**config.mk**
```make
export PLATFORM = sky130hd
export DESIGN_NAME = sorted_page_table_find_or_insert
export DESIGN_NICKNAME = d
export VERILOG_FILES = /design/src/spt_pkg.sv /design/src/spt_ctrl.sv /design/src/spt_dp.sv /design/src/sorted_page_table_find_or_insert.sv
export SDC_FILE = /design/constraint.sdc
export NUM_CORES = 2
export LEC_CHECK = 0
export BUFFER_PORTS_ARGS = -buffer_cell sky130_fd_sc_hd__buf_2
export CAP_MARGIN = 0
export CORE_MARGIN = 2
export CORE_UTILIZATION = 35
export CTS_CLUSTER_DIAMETER = 50
export DETAILED_ROUTE_END_ITERATION = 10
export GPL_ROUTABILITY_DRIVEN = 0
export PLACE_DENSITY = 0.6
export SYNTH_ARGS = -nofsm -noshare
export SYNTH_HDL_FRONTEND = slang
export SYNTH_SLANG_ARGS = --single-unit
```
**constraint.sdc**
```tcl
create_clock -name i_clk -period 8.5 [get_ports i_clk]
set_input_delay 1.7 -clock i_clk [delete_from_list [all_inputs] [get_ports i_clk]]
set_output_delay 1.7 -clock i_clk [all_outputs]
set_load 0.05 [all_outputs]
```
**src/spt_pkg.sv**
```systemverilog
// Shared constants and control/status bundles for the sorted page table.
// No dependencies; imported by spt_ctrl, spt_dp and the top level.
`default_nettype none

package spt_pkg;

    // Fixed field widths of the request/result ports.
    localparam int ADDR_BITS       = 52;
    localparam int IDX_W           = 6;
    localparam int OFF_W           = 9;
    localparam int CNT_W           = 7;

    // Defaults for the top-level parameters.
    localparam int DEF_MAX_ENTRIES = 64;
    localparam int DEF_PAGE_SHIFT  = 12;

    // Controller to datapath commands.
    typedef struct packed {
        logic load;        // capture request, open search window
        logic page_rd;     // order data valid: latch entry, fetch its page
        logic cmp;         // page data valid: compare and narrow window
        logic shift_init;  // start moving order list tail up by one
        logic shift_step;  // one read/write of the order list shift
        logic insert;      // write new entry and its order slot
        logic out_load;    // load result register
    } t_cmd;

    // Datapath to controller status.
    typedef struct packed {
        logic lo_lt_hi;
        logic cmp_eq;
        logic can_insert;
        logic i_gt_lo;
        logic out_free;
    } t_sts;

endpackage

`default_nettype wire

```
**src/spt_ctrl.sv**
```systemverilog
// Sequencer for search, order-list shift and insert of the sorted page table.
// Depends on spt_pkg (t_cmd, t_sts).
`default_nettype none

module spt_ctrl (
    input  wire logic          i_clk,
    input  wire logic          i_rst_n,
    input  wire logic          i_in_valid,
    output logic               o_in_stall,
    input  wire spt_pkg::t_sts i_sts,
    output spt_pkg::t_cmd      o_cmd
);
    import spt_pkg::*;

    typedef enum logic [2:0] {
        ST_IDLE,
        ST_SEARCH,
        ST_PAGE,
        ST_CMP,
        ST_SHIFT,
        ST_INS,
        ST_DONE
    } t_state;

    t_state r_state;
    t_state n_state;

    assign o_in_stall = (r_state != ST_IDLE);

    always_comb begin
        n_state = r_state;
        o_cmd   = '0;
        unique case (r_state)
            ST_IDLE: begin
                if (i_in_valid) begin
                    o_cmd.load = 1'b1;
                    n_state    = ST_SEARCH;
                end
            end
            ST_SEARCH: begin
                if (i_sts.lo_lt_hi) begin
                    n_state = ST_PAGE;
                end else if (i_sts.can_insert) begin
                    o_cmd.shift_init = 1'b1;
                    n_state          = ST_SHIFT;
                end else begin
                    n_state = ST_DONE;
                end
            end
            ST_PAGE: begin
                o_cmd.page_rd = 1'b1;
                n_state       = ST_CMP;
            end
            ST_CMP: begin
                o_cmd.cmp = 1'b1;
                n_state   = i_sts.cmp_eq ? ST_DONE : ST_SEARCH;
            end
            ST_SHIFT: begin
                o_cmd.shift_step = 1'b1;
                if (!i_sts.i_gt_lo) begin
                    n_state = ST_INS;
                end
            end
            ST_INS: begin
                o_cmd.insert = 1'b1;
                n_state      = ST_DONE;
            end
            ST_DONE: begin
                if (i_sts.out_free) begin
                    o_cmd.out_load = 1'b1;
                    n_state        = ST_IDLE;
                end
            end
            default: begin
                n_state = ST_IDLE;
            end
        endcase
    end

    always_ff @(posedge i_clk) begin
        if (!i_rst_n) begin
            r_state <= ST_IDLE;
        end else begin
            r_state <= n_state;
        end
    end

endmodule

`default_nettype wire

```
**src/spt_dp.sv**
```systemverilog
// Datapath of the sorted page table: page store, order list, search window,
// shift pointer and result register. Depends on spt_pkg.
`default_nettype none

module spt_dp #(
    parameter int MAX_ENTRIES = spt_pkg::DEF_MAX_ENTRIES,
    parameter int PAGE_SHIFT  = spt_pkg::DEF_PAGE_SHIFT
) (
    input  wire logic                          i_clk,
    input  wire logic                          i_rst_n,
    input  wire spt_pkg::t_cmd                 i_cmd,
    output spt_pkg::t_sts                      o_sts,
    input  wire logic                          i_req_type,
    input  wire logic [spt_pkg::ADDR_BITS-1:0] i_address,
    input  wire logic                          i_out_stall,
    output logic                               o_out_valid,
    output logic                               o_hit,
    output logic                               o_inserted,
    output logic                               o_full_error,
    output logic [spt_pkg::IDX_W-1:0]          o_entry_index,
    output logic [spt_pkg::OFF_W-1:0]          o_word_offset,
    output logic [spt_pkg::CNT_W-1:0]          o_entries_in_use
);
    import spt_pkg::*;

    localparam int AW = $clog2(MAX_ENTRIES);
    localparam int CW = $clog2(MAX_ENTRIES + 1);
    localparam int PW = ADDR_BITS - PAGE_SHIFT;
    localparam int OW = PAGE_SHIFT - 3;
    localparam logic [CW-1:0] MAX_CNT = CW'(MAX_ENTRIES);

    // request
    logic [PW-1:0] r_page;
    logic [OW-1:0] r_woff;
    logic          r_type;

    // search window and bookkeeping
    logic [CW-1:0] r_lo;
    logic [CW-1:0] r_hi;
    logic [CW-1:0] r_i;
    logic [CW-1:0] r_count;
    logic [AW-1:0] r_idx;
    logic [AW-1:0] r_wa;
    logic          r_wpend;
    logic          r_hit;
    logic          r_ins;

    // memories
    logic [AW-1:0] r_ord_mem  [MAX_ENTRIES];
    logic [AW-1:0] r_ord_rd;
    logic [PW-1:0] r_page_mem [MAX_ENTRIES];
    logic [PW-1:0] r_page_rd;

    logic [CW-1:0] mid;
    logic [CW-1:0] i_dec;
    logic [AW-1:0] ord_ra;
    logic          ord_we;
    logic [AW-1:0] ord_wa;
    logic [AW-1:0] ord_wd;
    logic          full;
    logic [AW-1:0] idx_sel;
    logic [63:0]   idx_ext;
    logic [63:0]   off_ext;
    logic [63:0]   cnt_ext;

    assign mid   = r_lo + ((r_hi - r_lo) >> 1);
    assign i_dec = r_i - CW'(1);

    assign o_sts.lo_lt_hi   = (r_lo < r_hi);
    assign o_sts.cmp_eq     = (r_page_rd == r_page);
    assign o_sts.can_insert = r_type && (r_count < MAX_CNT);
    assign o_sts.i_gt_lo    = (r_i > r_lo);
    assign o_sts.out_free   = !o_out_valid || !i_out_stall;

    // order list: read every cycle, write on shift or insert
    assign ord_ra = i_cmd.shift_step ? i_dec[AW-1:0] : mid[AW-1:0];
    assign ord_we = (i_cmd.shift_step && r_wpend) || i_cmd.insert;
    assign ord_wa = i_cmd.insert ? r_lo[AW-1:0] : r_wa;
    assign ord_wd = i_cmd.insert ? r_count[AW-1:0] : r_ord_rd;

    always_ff @(posedge i_clk) begin
        r_ord_rd <= r_ord_mem[ord_ra];
        if (ord_we) begin
            r_ord_mem[ord_wa] <= ord_wd;
        end
    end

    // page store: addressed by the entry just read from the order list
    always_ff @(posedge i_clk) begin
        r_page_rd <= r_page_mem[r_ord_rd];
        if (i_cmd.insert) begin
            r_page_mem[r_count[AW-1:0]] <= r_page;
        end
    end

    assign full    = !r_hit && !r_ins && r_type && (r_count >= MAX_CNT);
    assign idx_sel = (r_hit || r_ins) ? r_idx : '0;
    assign idx_ext = 64'(idx_sel);
    assign off_ext = 64'(r_woff);
    assign cnt_ext = 64'(r_count);

    always_ff @(posedge i_clk) begin
        if (i_cmd.load) begin
            r_page <= i_address[ADDR_BITS-1:PAGE_SHIFT];
            r_woff <= i_address[PAGE_SHIFT-1:3];
            r_type <= i_req_type;
            r_lo   <= '0;
            r_hi   <= r_count;
            r_hit  <= 1'b0;
            r_ins  <= 1'b0;
        end
        if (i_cmd.page_rd) begin
            r_idx <= r_ord_rd;
        end
        if (i_cmd.cmp) begin
            if (r_page_rd == r_page) begin
                r_hit <= 1'b1;
            end else if (r_page_rd < r_page) begin
                r_lo <= mid + CW'(1);
            end else begin
                r_hi <= mid;
            end
        end
        if (i_cmd.shift_init) begin
            r_i <= r_count;
        end
        if (i_cmd.shift_step && (r_i > r_lo)) begin
            r_wa <= r_i[AW-1:0];
            r_i  <= i_dec;
        end
        if (i_cmd.insert) begin
            r_idx <= r_count[AW-1:0];
            r_ins <= 1'b1;
        end
        if (i_cmd.out_load) begin
            o_hit            <= r_hit;
            o_inserted       <= r_ins;
            o_full_error     <= full;
            o_entry_index    <= idx_ext[IDX_W-1:0];
            o_word_offset    <= off_ext[OFF_W-1:0];
            o_entries_in_use <= cnt_ext[CNT_W-1:0];
        end
    end

    always_ff @(posedge i_clk) begin
        if (!i_rst_n) begin
            r_count     <= '0;
            r_wpend     <= 1'b0;
            o_out_valid <= 1'b0;
        end else begin
            if (i_cmd.insert) begin
                r_count <= r_count + CW'(1);
            end
            if (i_cmd.shift_init) begin
                r_wpend <= 1'b0;
            end else if (i_cmd.shift_step) begin
                r_wpend <= (r_i > r_lo);
            end
            if (i_cmd.out_load) begin
                o_out_valid <= 1'b1;
            end else if (!i_out_stall) begin
                o_out_valid <= 1'b0;
            end
        end
    end

endmodule

`default_nettype wire

```
**src/sorted_page_table_find_or_insert.sv**
```systemverilog
// Top level of the sorted page table with find / find-or-insert requests.
// Depends on spt_pkg, spt_ctrl and spt_dp.
//
//   channel   direction  handshake                 payload
//   request   in         i_in_valid / o_in_stall   i_req_type, i_address
//   result    out        o_out_valid / i_out_stall o_hit, o_inserted, o_full_error,
//                                                  o_entry_index, o_word_offset,
//                                                  o_entries_in_use
//
// One request at a time. A binary search takes up to ceil(log2(MAX_ENTRIES+1))
// probes, each an order list read, a page store read and a compare. An insert
// then moves the order list tail up one slot per cycle, one entry with a
// larger page at a time, with a final step to drain the read/write pipeline,
// and then writes the new entry. Reset (synchronous, active low) empties
// the table at once; no clearing pass. A new request is taken while a
// finished result is still stalled in the output register; the next result
// waits for it.
`default_nettype none

module sorted_page_table_find_or_insert #(
    parameter int MAX_ENTRIES = spt_pkg::DEF_MAX_ENTRIES,
    parameter int PAGE_SHIFT  = spt_pkg::DEF_PAGE_SHIFT
) (
    input  wire logic                          i_clk,
    input  wire logic                          i_rst_n,
    // request channel
    input  wire logic                          i_in_valid,
    output logic                               o_in_stall,
    input  wire logic                          i_req_type,
    input  wire logic [spt_pkg::ADDR_BITS-1:0] i_address,
    // result channel
    output logic                               o_out_valid,
    input  wire logic                          i_out_stall,
    output logic                               o_hit,
    output logic                               o_inserted,
    output logic                               o_full_error,
    output logic [spt_pkg::IDX_W-1:0]          o_entry_index,
    output logic [spt_pkg::OFF_W-1:0]          o_word_offset,
    output logic [spt_pkg::CNT_W-1:0]          o_entries_in_use
);
    import spt_pkg::*;

    t_cmd cmd;
    t_sts sts;

    // sequencer: search probes, tail shift, insert, result hand-off
    spt_ctrl u_ctrl (
        .i_clk      (i_clk),
        .i_rst_n    (i_rst_n),
        .i_in_valid (i_in_valid),
        .o_in_stall (o_in_stall),
        .i_sts      (sts),
        .o_cmd      (cmd)
    );

    // storage, search window, result register
    spt_dp #(
        .MAX_ENTRIES (MAX_ENTRIES),
        .PAGE_SHIFT  (PAGE_SHIFT)
    ) u_dp (
        .i_clk            (i_clk),
        .i_rst_n          (i_rst_n),
        .i_cmd            (cmd),
        .o_sts            (sts),
        .i_req_type       (i_req_type),
        .i_address        (i_address),
        .i_out_stall      (i_out_stall),
        .o_out_valid      (o_out_valid),
        .o_hit            (o_hit),
        .o_inserted       (o_inserted),
        .o_full_error     (o_full_error),
        .o_entry_index    (o_entry_index),
        .o_word_offset    (o_word_offset),
        .o_entries_in_use (o_entries_in_use)
    );

endmodule

`default_nettype wire
```
==> impl_metrics.csv <==
group,metric,value,unit
synth,synth.distinct_cells,67,
synth,yosys_register_bits,3112,
timing,final.setup.tns,0,ns
timing,setup_violations,0,
detailed_routing,vias,56549,
detailed_routing,detail_route.wl_per_cell,27.9,um
timing,grt_setup_unrepaired,"false",
timing,hold_violations,0,
cells_and_area,fin_nets,5877,
die,die_area,347000,um2
synth,synth_edf_count,3038,
synth,seq_area_frac_synth,77.3,%
cells_and_area,layout_commonest_cell,"edfxtp_1",
synth,synthArstFlopShare,0,%
critical_path,cp-endpoint,"u_dp.r_ord_rd[1]",
die,die_y,589,um
critical_path,reg2reg_depth,17,
cts,worstSkewPairLatency,0.88,ns
synth,syn_area,120000,um2
critical_path,critPathMaxFanout,54,
timing,layout_min_cycle_time,5.13,ns
grt,grt_pass1_vias,57452,
placed_design,placedCellCount,9951,
critical_path,rrSetupSlack,3.37,ns
die,coreArea,340000,um2
cts,cts_sinks,3112,
pwr,finalPower,47100,uW
timing,timing.final.max_slew_violations,0,
cts,clkTransAtPathRegs,0.06,ns
cells_and_area,stdcell_area,137000,um2
grt,grt.overflow.total,0,
detailed_routing,drc,0,
synth,netlist_instances,5464,
cells_and_area,stdcell_count,10563,
critical_path,r2r-start,"u_dp.r_lo[1]",
synth,syn_area_per_cell,22.0,um2
placed_design,dpl.hpwl,151000,um
grt,antenna_found_initial,20,
critical_path,critical_path_required,9.19,ns
critical_path,critPathCaptureType,"flip-flop",
cts,cts_resized,0,
critical_path,reg2reg_to,"u_dp.r_ord_rd[1]",
detailed_routing,drt-initial-drc-count,6688,
outcome,outcome,"completed",
synth,ys_warn_count,0,
cells_and_area,drive_gt1_share,27.9,%
placed_design,io_buffers,80,
pwr,p_leak,0.0431,uW
pwr,peakVddDrop,0.000320,V
cells_and_area,syn_to_final_growth,14.6,%
cts,cts_buffer_depth,4,
die,initial_core_util,35.2,%
critical_path,crit_start,"u_dp.r_lo[1]",
job,cap_violations,0,
cts,root_buffer,"clkbuf_16",
detailed_routing,ant_nets,0,
cts,post_cts_buffers,0,
min_path,hold_path_class,"flip-flop to flip-flop",
die,num_io_pins,84,
cts,cts_buffers,337,
cells_and_area,layout_common_cells,"3038 x edfxtp_1, 844 x mux4_2, 355 x nand2_1",
synth,synthFlopType,"edfxtp_1",
timing,hold_ws,0.415,ns
timing,final.period_utilization,60.4,%
grt,grt_pass1_wl,417000,um
cells_and_area,multi_input_area,26300,um2
detailed_routing,first_pass_iters,5,
die,rows,214,
critical_path,crit_path_start_kind,"flip-flop",
grt,grt_max_degree,132,
timing,fmax,195,MHz
detailed_routing,routed_wl,295000,um
placed_design,placed_area,127000,um2
cts,h-tree-depth,5,
cells_and_area,ff_latch_area,92700,um2
cells_and_area,fillers,29545,
synth,synth_fp_nets,5587,
die,die_x,589,um
timing,clock_skew,0.0777,ns
timing,slew_headroom,23.6,%
timing,tightestPinTransition,1.14,ns
cts,cts_tree,"built",
grt,grtUsageTotal,16.6,%
critical_path,crit_arrival,5.83,ns
pwr,powerDensity,343,nW/um2
detailed_routing,avgViaCountPerCell,5.35,
critical_path,crit_type,"flip-flop to flip-flop",
cts,cts_hold_buf,0,
flip-flops by register name, summed over array words and instances, names as in the netlist:
register / count
u_ctrl.r_state: 3
u_dp.o_entries_in_use: 7
u_dp.o_entry_index: 6
u_dp.o_full_error: 1
u_dp.o_hit: 1
u_dp.o_inserted: 1
u_dp.o_out_valid: 1
u_dp.o_word_offset: 9
u_dp.r_count: 7
u_dp.r_hi: 7
u_dp.r_hit: 1
u_dp.r_i: 7
u_dp.r_idx: 6
u_dp.r_ins: 1
u_dp.r_lo: 7
u_dp.r_ord_mem: 384
u_dp.r_ord_rd: 6
u_dp.r_page: 40
u_dp.r_page_mem: 2560
u_dp.r_page_rd: 40
u_dp.r_type: 1
u_dp.r_wa: 6
u_dp.r_woff: 9
u_dp.r_wpend: 1
synth_stat cells (all sizes together), types with 21 or more instances:
cell / n / area share (%)
and3: 24 / 0.13
o21ai: 50 / 0.21
inv: 61 / 0.19
dfxtp: 74 / 1.2
mux4: 844 / 16
a21o: 22 / 0.14
clkbuf: 140 / 0.44
buf: 143 / 0.62
a21oi: 45 / 0.19
ha: 64 / 0.67
nand3: 137 / 0.57
mux2i: 46 / 0.39
a311oi: 25 / 0.18
edfxtp: 3038 / 76
mux2: 21 / 0.20
nor2: 155 / 0.49
nand2: 359 / 1.1
layer usage:
| layer | wire, um | global-route usage, % |
|---|---|---|
| met3 | 21700 | 3.15 |
| met1 | 118000 | 22.1 |
| met4 | 8130 | 4.92 |
| met2 | 147000 | 27.8 |
| met5 | 19 | 0 |
cell families after synthesis:
logic type	after synthesis	synth area share, %
flip-flops	3112	77.3
XOR/XNOR	22	0.161
buffers and inverters	345	1.25
adder cells (fa/ha/maj)	66	0.701
AO/OA/AOI/OAI	223	1.26
multiplexers	911	16.4
AND/OR/NAND/NOR	785	2.90
power breakdown:
| group | internal [uW] | leakage [uW] | switching, uW | total (uW) |
|---|---|---|---|---|
| clock network | 8380 | 0.00523 | 5930 | 14300 |
| logic | 5750 | 0.00992 | 8200 | 14000 |
| registers | 18400 | 0.0279 | 405 | 18800 |
worst min path at each step:
| stage | from | to | slack [ns] | cells past startpoint |
|---|---|---|---|---|
| 4_1_cts | u_dp.r_woff[2] | u_dp.o_word_offset[2] | 0.42 | 0 |
| 3_5_place_dp | u_dp.r_woff[2] | u_dp.o_word_offset[2] | 0.41 | 0 |
| 2_1_floorplan | u_dp.r_woff[0] | u_dp.o_word_offset[0] | 0.40 | 0 |
| 6_report | u_dp.r_woff[2] | u_dp.o_word_offset[2] | 0.41 | 0 |
| 3_3_place_gp | u_dp.r_woff[8] | u_dp.o_word_offset[8] | 0.40 | 0 |
| 5_1_grt | u_dp.r_woff[2] | u_dp.o_word_offset[2] | 0.42 | 0 |
metrics by stage:
step / setup slack (ns) / util (%)
after floorplan: 2.23 / -
final: 3.37 / 40.4
after CTS: 3.52 / 40.4
after global placement: 3.53 / 37.2
after global routing: 3.01 / 40.4
after detailed placement: 3.55 / 37.2
layout make-up:
class                   instances  share of cell area, %
clock buffers                 413                   6.50
repair buffers                234                   1.24
diodes                          2                0.00364
flip-flops and latches       3112                   67.5
clock inverters               197                   1.35
well taps                    4536                   4.13
multi-input cells            2007                   19.1
inverters                      62                  0.171
critical path, cell delays in order (launching register included):
cell	delay, ns
dfxtp_1	0.41
inv_1	0.19
ha_1	0.34
nor2b_1	0.13
o21ai_0	0.23
nand2_1	0.10
nor2_1	0.12
nor2_1	0.07
ha_1	0.23
a211oi_1	0.30
o21ai_0	0.22
o22ai_4	0.66
buf_4	0.57
a211oi_1	0.10
a311oi_1	0.30
or3_1	0.16
o31ai_1	0.15
nor4_1	0.63
Power figures use the tool's default switching activity.
